==> config.mk <==
export PLATFORM = sky130hd
export DESIGN_NAME = fcos_walker
export DESIGN_NICKNAME = d
export VERILOG_FILES = /design/src/fcos_pkg.sv /design/src/fcos_walker.sv
export VERILOG_INCLUDE_DIRS = /design/src /design/src/src
export SDC_FILE = /design/constraint.sdc
export NUM_CORES = 1
export LEC_CHECK = 0
export CAP_MARGIN = 25
export CELL_PAD_IN_SITES_DETAIL_PLACEMENT = 1
export CELL_PAD_IN_SITES_GLOBAL_PLACEMENT = 1
export CORE_MARGIN = 10
export CORE_UTILIZATION = 35
export CTS_BUF_LIST = sky130_fd_sc_hd__clkbuf_8
export CTS_CLUSTER_SIZE = 8
export DETAILED_ROUTE_END_ITERATION = 6
export DONT_BUFFER_PORTS = 1
export GPL_ROUTABILITY_DRIVEN = 0
export HOLD_SLACK_MARGIN = 0.08
export PLACE_DENSITY = 0.68
export SYNTH_ARGS = -nofsm -noshare
export SYNTH_HDL_FRONTEND = slang
export SYNTH_SLANG_ARGS = --single-unit
==> constraint.sdc <==
create_clock -name clk -period 13.9 [get_ports clk]
set_input_delay 0 -clock clk [delete_from_list [all_inputs] [get_ports clk]]
set_output_delay 0 -clock clk [all_outputs]
set_load 0.005 [all_outputs]
==> src/assert_macros.svh <==
// Assertion macros shared by the FAT chain walker RTL.
`ifndef ASSERT_MACROS_SVH
`define ASSERT_MACROS_SVH

// Property checked on every rising edge outside reset.
`define FCOS_ASSERT(lbl, clk, rstn, prop) \
    lbl: assert property (@(posedge clk) disable iff (!rstn) prop) \
        else $error("assertion failed");

// Condition that must never be seen outside reset.
`define FCOS_NEVER(lbl, clk, rstn, cond) \
    lbl: assert property (@(posedge clk) disable iff (!rstn) !(cond)) \
        else $error("forbidden condition seen");

`endif

==> src/fcos_pkg.sv <==
// Types, codes and constants for the FAT chain offset-to-sector block.
package fcos_pkg;

    // operation codes (s_tuser[0])
    localparam logic OP_LOAD  = 1'b0;
    localparam logic OP_XLATE = 1'b1;

    // result status codes
    localparam logic [1:0] ST_OK  = 2'd0;
    localparam logic [1:0] ST_END = 2'd1;
    localparam logic [1:0] ST_ERR = 2'd2;

    // configuration register indexes
    localparam logic [2:0] REG_FAT12_MODE    = 3'd0;
    localparam logic [2:0] REG_CLUSTER_SHIFT = 3'd1;
    localparam logic [2:0] REG_N_CLUSTERS    = 3'd2;
    localparam logic [2:0] REG_ROOT_BASE     = 3'd3;
    localparam logic [2:0] REG_ROOT_SIZE     = 3'd4;
    localparam logic [2:0] REG_DATA_BASE     = 3'd5;

    localparam int          SECTOR_SHIFT = 9;
    localparam logic [15:0] END12        = 16'hFF8;
    localparam logic [15:0] END16        = 16'hFFF8;
    localparam logic [11:0] MASK12       = 12'hFFF;

    typedef struct packed {
        logic        fat12_mode;
        logic [2:0]  cluster_shift;
        logic [15:0] n_clusters;
        logic [31:0] root_base;
        logic [20:0] root_size;
        logic [31:0] data_base;
    } cfg_t;

    typedef struct packed {
        logic        root_region;
        logic [15:0] start_cluster;
        logic [31:0] byte_offset;
    } req_t;

    typedef struct packed {
        logic [1:0]  status;
        logic [31:0] sector_number;
    } res_t;

    // cluster lies in 2 .. count+1
    function automatic logic cluster_ok(logic [15:0] c, logic [15:0] count);
        return (c >= 16'd2) && ({1'b0, c} < ({1'b0, count} + 17'd2));
    endfunction

endpackage

==> src/fcos_walker.sv <==
// Chain walk sequencer: reads one table entry per step and forms the sector.
`include "assert_macros.svh"

module fcos_walker #(
    parameter int TABLE_BYTES = 131072
) (
    input  logic                           clk,
    input  logic                           rst_n,
    input  fcos_pkg::cfg_t                 cfg,
    input  logic                           start,
    input  fcos_pkg::req_t                 req,
    output logic                           idle,
    output logic                           rd_en,
    output logic [$clog2(TABLE_BYTES)-1:0] rd_addr,
    input  logic [15:0]                    rd_data,
    output logic                           res_valid,
    input  logic                           res_ready,
    output fcos_pkg::res_t                 res
);
    localparam int AW = $clog2(TABLE_BYTES);
    localparam logic [17:0] LAST_LOW = 18'(TABLE_BYTES - 1);
    localparam int SECTOR_SHIFT_L = fcos_pkg::SECTOR_SHIFT;

    localparam logic [2:0] S_IDLE  = 3'd0;
    localparam logic [2:0] S_START = 3'd1;
    localparam logic [2:0] S_ROOT  = 3'd2;
    localparam logic [2:0] S_STEP  = 3'd3;
    localparam logic [2:0] S_CHECK = 3'd4;
    localparam logic [2:0] S_BASE  = 3'd5;
    localparam logic [2:0] S_FIN   = 3'd6;
    localparam logic [2:0] S_DONE  = 3'd7;

    logic [2:0]  state_reg,  state_next;
    logic        root_reg,   root_next;
    logic [15:0] cur_reg,    cur_next;
    logic [31:0] off_reg,    off_next;
    logic [22:0] rem_reg,    rem_next;
    logic [1:0]  status_reg, status_next;
    logic [31:0] sector_reg, sector_next;

    logic [22:0] index;
    logic [17:0] entry_addr;
    logic [15:0] link;
    logic        link_end;
    logic [31:0] cl_off;
    logic [22:0] sec_in_cl;

    assign index      = off_reg[31:SECTOR_SHIFT_L] >> cfg.cluster_shift;
    assign entry_addr = cfg.fat12_mode ? ({2'b00, cur_reg} + {3'b000, cur_reg[15:1]})
                                       : {1'b0, cur_reg, 1'b0};
    assign link       = !cfg.fat12_mode ? rd_data
                      : cur_reg[0]      ? {4'h0, rd_data[15:4]}
                                        : {4'h0, rd_data[11:0] & fcos_pkg::MASK12};
    assign link_end   = cfg.fat12_mode ? (link >= fcos_pkg::END12)
                                       : (link >= fcos_pkg::END16);
    assign cl_off     = {16'h0000, cur_reg - 16'd2} << cfg.cluster_shift;
    assign sec_in_cl  = off_reg[31:SECTOR_SHIFT_L]
                        & ((23'd1 << cfg.cluster_shift) - 23'd1);

    always_comb
    begin
        state_next  = state_reg;
        root_next   = root_reg;
        cur_next    = cur_reg;
        off_next    = off_reg;
        rem_next    = rem_reg;
        status_next = status_reg;
        sector_next = sector_reg;
        rd_en       = 1'b0;
        case (state_reg)
            S_IDLE:
            begin
                if (start)
                begin
                    root_next  = req.root_region;
                    cur_next   = req.start_cluster;
                    off_next   = req.byte_offset;
                    state_next = S_START;
                end
            end
            S_START:
            begin
                sector_next = 32'h0;
                if (root_reg)
                begin
                    state_next = S_ROOT;
                end
                else if (cur_reg == 16'd0)
                begin
                    status_next = fcos_pkg::ST_END;
                    state_next  = S_DONE;
                end
                else if (!fcos_pkg::cluster_ok(cur_reg, cfg.n_clusters))
                begin
                    status_next = fcos_pkg::ST_ERR;
                    state_next  = S_DONE;
                end
                else
                begin
                    rem_next   = index;
                    state_next = (index == 23'd0) ? S_BASE : S_STEP;
                end
            end
            S_ROOT:
            begin
                if (off_reg >= {11'h000, cfg.root_size})
                begin
                    status_next = fcos_pkg::ST_END;
                end
                else
                begin
                    status_next = fcos_pkg::ST_OK;
                    sector_next = cfg.root_base + {9'h000, off_reg[31:SECTOR_SHIFT_L]};
                end
                state_next = S_DONE;
            end
            S_STEP:
            begin
                if (rem_reg > {7'h00, cfg.n_clusters} || entry_addr >= LAST_LOW)
                begin
                    status_next = fcos_pkg::ST_ERR;
                    state_next  = S_DONE;
                end
                else
                begin
                    rd_en      = 1'b1;
                    state_next = S_CHECK;
                end
            end
            S_CHECK:
            begin
                if (link_end)
                begin
                    status_next = fcos_pkg::ST_END;
                    state_next  = S_DONE;
                end
                else if (!fcos_pkg::cluster_ok(link, cfg.n_clusters))
                begin
                    status_next = fcos_pkg::ST_ERR;
                    state_next  = S_DONE;
                end
                else
                begin
                    cur_next   = link;
                    rem_next   = rem_reg - 23'd1;
                    state_next = (rem_reg == 23'd1) ? S_BASE : S_STEP;
                end
            end
            S_BASE:
            begin
                sector_next = cfg.data_base + cl_off;
                state_next  = S_FIN;
            end
            S_FIN:
            begin
                sector_next = sector_reg + {9'h000, sec_in_cl};
                status_next = fcos_pkg::ST_OK;
                state_next  = S_DONE;
            end
            S_DONE:
            begin
                if (res_ready)
                begin
                    state_next = S_IDLE;
                end
            end
            default:
            begin
                state_next = S_IDLE;
            end
        endcase
    end

    always_ff @(posedge clk or negedge rst_n)
    begin
        if (!rst_n)
        begin
            state_reg <= S_IDLE;
        end
        else
        begin
            state_reg <= state_next;
        end
    end

    always_ff @(posedge clk)
    begin
        root_reg   <= root_next;
        cur_reg    <= cur_next;
        off_reg    <= off_next;
        rem_reg    <= rem_next;
        status_reg <= status_next;
        sector_reg <= sector_next;
    end

    assign rd_addr           = entry_addr[AW-1:0];
    assign idle              = (state_reg == S_IDLE);
    assign res_valid         = (state_reg == S_DONE);
    assign res.status        = status_reg;
    assign res.sector_number = sector_reg;

    `FCOS_ASSERT(a_check_after_read, clk, rst_n,
                 (state_reg == S_CHECK |-> $past(state_reg) == S_STEP && $past(rd_en)))
    `FCOS_NEVER(a_step_with_no_work, clk, rst_n,
                (state_reg == S_STEP && rem_reg == 23'd0))
    `FCOS_NEVER(a_fail_has_sector, clk, rst_n,
                (res_valid && status_reg != fcos_pkg::ST_OK && sector_reg != 32'h0))

endmodule

Word level (Yosys, flattened, before mapping)
Index checks and enable logic that the tools add are counted.
{"block": "classes", "add_sub_neg": 8, "n_lt_le_gt_ge": 9, "eq_ne": 19, "n_shift": 3, "mux": 37, "n_bitwise": 1, "n_reduce_logical": 17}
{"operator": "32-bit case mux with 4 select lines", "n": 1}
{"operator": "23-bit two-way mux", "n": 5}
{"operator": "32-bit by 23-bit adder with 32-bit output", "n": 2}
{"operator": "16-bit two-way mux", "n": 4}
{"operator": "23-bit case mux with 2 select lines", "n": 1}
{"operator": "23-bit by 1-bit subtractor with 23-bit output, second input constant", "n": 2}
{"operator": "16-bit by 17-bit < comparator with 1-bit output", "n": 2}
{"operator": "32-bit adder", "n": 1}
{"operator": "16-bit by 2-bit >= comparator with 1-bit output, second input constant", "n": 2}
{"operator": "32-bit by 21-bit >= comparator with 1-bit output", "n": 1}
{"operator": "32-bit two-way mux", "n": 1}
{"operator": "16-bit case mux with 2 select lines", "n": 1}
{"operator": "16-bit by 3-bit left shift with 32-bit output", "n": 1}
{"operator": "3-bit two-way mux", "n": 9}
{"operator": "23-bit AND", "n": 1}
{"operator": "23-bit by 1-bit equality test with 1-bit output, second input constant", "n": 1}
{"operator": "23-bit by 16-bit > comparator with 1-bit output", "n": 1}
{"operator": "23-bit zero test", "n": 1}
{"operator": "1-bit by 3-bit left shift with 23-bit output, first input constant", "n": 1}
{"operator": "23-bit by 3-bit right shift with 23-bit output", "n": 1}
{"operator": "3-bit case mux with 7 select lines", "n": 1}
{"operator": "16-bit by 15-bit adder with 17-bit output", "n": 1}
{"operator": "16-bit by 2-bit adder with 17-bit output, second input constant", "n": 1}
{"operator": "17-bit >= comparator, second input constant", "n": 1}
{"operator": "26 further kinds", "n": 51}
{"block": "totals", "ff_bits": 109, "input_bits": 174, "output_inout_bits": 54, "wordCells": 101}

Longest topological paths before layout
{"block": "logic_depth", "depth_word": 7, "depth_mapped": 22, "ltp_nobuf": 21}

Worst setup path after synthesis
OpenSTA, ideal clock, no wires.
{"block": "synth_timing", "path_type": "register -> register", "start": "reg cur_reg[3]", "end": "reg sector_reg[25] (data pin)", "setup_ns": 0.265, "arrival_ns": 4.779, "required_time_ns": 13.635, "path_slack_ns": 8.856, "stages_incl_launch_ff": 21, "n_path_buf": 0, "period_less_slack_ns": 5.044, "path_cell_list": "edfxtp_1 inv_1 ha_1 a21boi_0 o21ai_0 a21boi_0 o21ai_0 xnor2_1 mux2i_1 mux2_2 a221o_1 ha_1 a2111oi_0 o21ai_0 a221o_1 or3_1 o21ai_1 a21oi_1 xor2_1 a221oi_1 nand3_1"}
{"block": "synth_between", "elab_chain_len": 4}
{"item": "start, declared", "line_no": "fcos_walker.sv:35", "source": "logic [15:0] cur_reg, cur_next;"}
{"item": "start signal, assigned", "line_no": "fcos_walker.sv:189", "source": "cur_reg <= cur_next;"}
{"item": "16-bit by 2-bit subtractor with 16-bit output", "line_no": "fcos_walker.sv:56", "source": "assign cl_off = {16'h0000, cur_reg - 16'd2} << cfg.cluster_shift;"}
{"item": "16-bit by 3-bit left shift with 32-bit output", "line_no": "fcos_walker.sv:56"}
{"item": "32-bit adder", "line_no": "fcos_walker.sv:151", "source": "sector_next = cfg.data_base + cl_off;"}
{"item": "32-bit case mux with 4 select lines", "line_no": "fcos_walker.sv:70", "source": "case (state_reg)"}
{"item": "via sector_next[25]", "line_no": "fcos_walker.sv:39", "source": "logic [31:0] sector_reg, sector_next;"}
{"item": "end signal, assigned", "line_no": "fcos_walker.sv:193", "source": "sector_reg <= sector_next;"}
{"item": "end, declared", "line_no": "fcos_walker.sv:39"}
The timed path passes the listed nets, and every way through them passes these cells.
A chain may end at the register's enable or synchronous reset.

Final worst setup path
{"block": "layout_timing", "start": "reg cur_reg[3]", "end": "reg sector_reg[31] (data pin)"}
The elaborated chain is that of the path after synthesis.

==> out/qor.csv <==
metric;value;unit
CP Depth;22;
Routed WL per cell;24.26;um
Max Root-Sink Buffers;2;
maxcap violations;0;
Detailed Place HPWL;43.92;mm
Post-synth EDFFs;106;
core area;39820;um^2
Num Clock Sinks;109;
HP Start;cfg[104];
vias in the first global route;14350;
Critical R2R Capture;sector_reg[31]$_DFFE_PP_;
post-layout util;40.28;%
Remaining DRCs;0;
P&R area growth vs syn;13.47;%
CTS tree;built;
clk_lat worst skew;0.46;ns
Avg Inst Size Synth;8.315;um^2
routed vias/inst;5.931;
share of layout cells above drive strength 1;4.474;%
PD cells;143.6;nW/um^2
Worst Max-Slew Pin Slew;0.9222;ns
most frequent cells in the layout;ha_1 (187), nand2_1 (156), nor2_1 (122), a21oi_1 (122), o21ai_0 (116);
Core Rows;73;
Hold Crit Class;in2out;
most common cell after layout, fill and taps aside;ha_1;
Peak supply drop;0.00007468;V
sequential area share after synthesis;23.05;%
H-tree levels;3;
reg2reg path depth;22;
period utilisation layout;49.67;%
Worst Setup End Kind;register;
library cells used by synthesis;79;
crit-path cells;inv_1, ha_1, a21boi_0, o21ai_0, a21boi_0, o21ai_0, xnor2_1, mux2i_1, mux2_2, a221o_1, ha_1, a2111oi_0, o21ai_0, a221o_1, or3_1, o21ai_1, a21o_1, xnor2_1, dlygate4sd3_1, a221oi_1, nand3_1, dlygate4sd3_1;
post-cts sizing count;0;
Top cell by count, worst path;o21ai_0;
Chip Height;221.0;um
top_reg_cell synth;edfxtp_1;
status;finished, final reports clean;
WL final;56.18;mm
Largest stage delay, worst path;0.58;ns
I/O Pins;228;
all-layer global routing usage;21.86;%
setup_tns;0;ns
RSZ-0062 raised after global routing;false;
Reg2Reg Setup Slack;7.00;ns
Reg clk slew, reported paths;0.14;ns
Static Leak;6.655;nW
highest-delay cell along the critical path;dlygate4sd3_1;
DR vias;13740;
Initial DRT Pass Iterations;5;
initial antenna violation count;6;
CP top delay family;compound AO/OA/AOI/OAI gates;
CTS Buf Count;9;
Final min period;6.904;ns
crit path kind;reg2reg;
IO Port Bufs;0;
Root Driver;clkbuf_8;
Detail Route Antenna Nets;0;
Nets;2148;
CP bufs+invs;3;
Syn. warnings;0;
largest net degree at the start of global routing;71;
Async SR Flop Fraction;2.752;%
Slew Viols, Final;0;
Worst Skew;0.02621;ns
reg2reg start;cur_reg[3]$_DFFE_PP_;
Worst Setup EP;sector_reg[31]$_DFFE_PP_;
Iteration-0 DRC Markers;948;
Critical Path Fanout Max;6;
Die Span X;221.0;um
final setup fails;0;
CP Data Required Time;14.13;ns
CP startpoint kind;register;
final hold vios;0;
first-pass GRT wire length;84.90;mm
Worst EP arrival;7.14;ns
CP Launch Point;cur_reg[3]$_DFFE_PP_;
Starting Density;35.50;%
Gate Count Post-Synth;1700;
total gr overflow;0;
register bit total from synthesis;109;
achievable clock frequency;144.9;MHz
Netlist Area Pre-Place;14140;um^2
die footprint;48830;um^2
slew margin rel.;38.52;%
## cell usage after synthesis (all sizes together) (37+ instances only)
cell type | instances | area (um^2)
ha | 187 | 2340
nand2 | 156 | 585.6
a21oi | 123 | 615.6
nor2 | 123 | 469.2
o21ai | 119 | 595.6
edfxtp | 106 | 3183
inv | 92 | 345.3
xnor2 | 79 | 691.9
mux2i | 63 | 630.6
nor3 | 51 | 260.3
xor2 | 42 | 367.9
nand3 | 38 | 190.2
a21o | 37 | 277.8
## repair_timing
item                       in CTS  in global routing
buffers inserted                0                  0
setup endpoints to repair       0                  0
hold buffers                  114                  0
hold endpoints to repair       93                  0
## worst reg2reg max path, cell delays in order, from the launching register on
cell and delay (ns):
edfxtp_1 0.51, inv_1 0.19, ha_1 0.17, a21boi_0 0.28, o21ai_0 0.18, a21boi_0 0.53, o21ai_0 0.20, xnor2_1 0.21
mux2i_1 0.12, mux2_2 0.30, a221o_1 0.36, ha_1 0.37, a2111oi_0 0.43, o21ai_0 0.16, a221o_1 0.34, or3_1 0.33
o21ai_1 0.28, a21o_1 0.17, xnor2_1 0.05, dlygate4sd3_1 0.55, a221oi_1 0.26, nand3_1 0.12, dlygate4sd3_1 0.58
## how the worst min path moves through the flow
stage / slack, ns / end / cells past startpoint
4_1_cts: 0.08 / sector_reg[21]$_DFFE_PP_ / 4
3_5_place_dp: -0.30 / state_reg[1]$_DFFE_PN0P_ / 0
6_report: 0.08 / rd_addr[11] / 1
3_3_place_gp: -0.30 / state_reg[1]$_DFFE_PN0P_ / 0
2_1_floorplan: -0.30 / state_reg[0]$_DFFE_PN0P_ / 0
5_1_grt: 0.1 / rd_addr[11] / 1
## layout make-up
cell class              instances  area, um^2
diodes                          3       7.507
clock buffers                   9       123.9
clock inverters                 7       77.57
fillers                      4766       23780
inverters                      94       352.8
multi-input cells            1444       10320
flip-flops and latches        109        3258
well taps                     525       656.9
repair buffers                125        1244
## routing by layer
metal | wire length [um] | GRT usage [%] | vias up
li1 | - | - | 6500
met1 | 23830 | 25.93 | 6827
met2 | 27970 | 38.70 | 325
met3 | 2778 | 4.007 | 78
met4 | 1569 | 7.376 | 6
met5 | 33 | 0 | -
## metrics by stage
step / area (um^2) / hold WS, ns / power, W / setup WS (ns) / instances
after global placement: 14660 / -0.2950 / 0.001970 / 8.261 / 2182
after detailed placement: 14660 / -0.2950 / 0.002006 / 8.088 / 2182
after global routing: 16040 / 0.09876 / 0.002483 / 6.579 / 2315
after CTS: 16010 / 0.08067 / 0.002291 / 7.022 / 2312
after floorplan: 14150 / -0.2956 / 0.001588 / 8.856 / 1705
final: 16040 / 0.08245 / 0.002303 / 6.996 / 2316
## power by group
| group | switching (W) | total, W | leakage (nW) | internal [W] |
|---|---|---|---|---|
| clock network | 0.000147 | 0.000218 | 0.0979 | 0.0000711 |
| logic | 0.000842 | 0.00140 | 5.51 | 0.000555 |
| registers | 0.000159 | 0.000688 | 1.04 | 0.000529 |
## cell families after synthesis
| kind of cell | synth area share, % |
|---|---|
| flip-flops | 23.05 |
| adder cells (fa/ha/maj) | 17.12 |
| buffers and inverters | 4.116 |
| AND/OR/NAND/NOR | 18.61 |
| XOR/XNOR | 7.497 |
| AO/OA/AOI/OAI | 22.50 |
| multiplexers | 7.090 |
| other | 0.02653 |
Note: power is estimated with default switching activity, not from simulation.
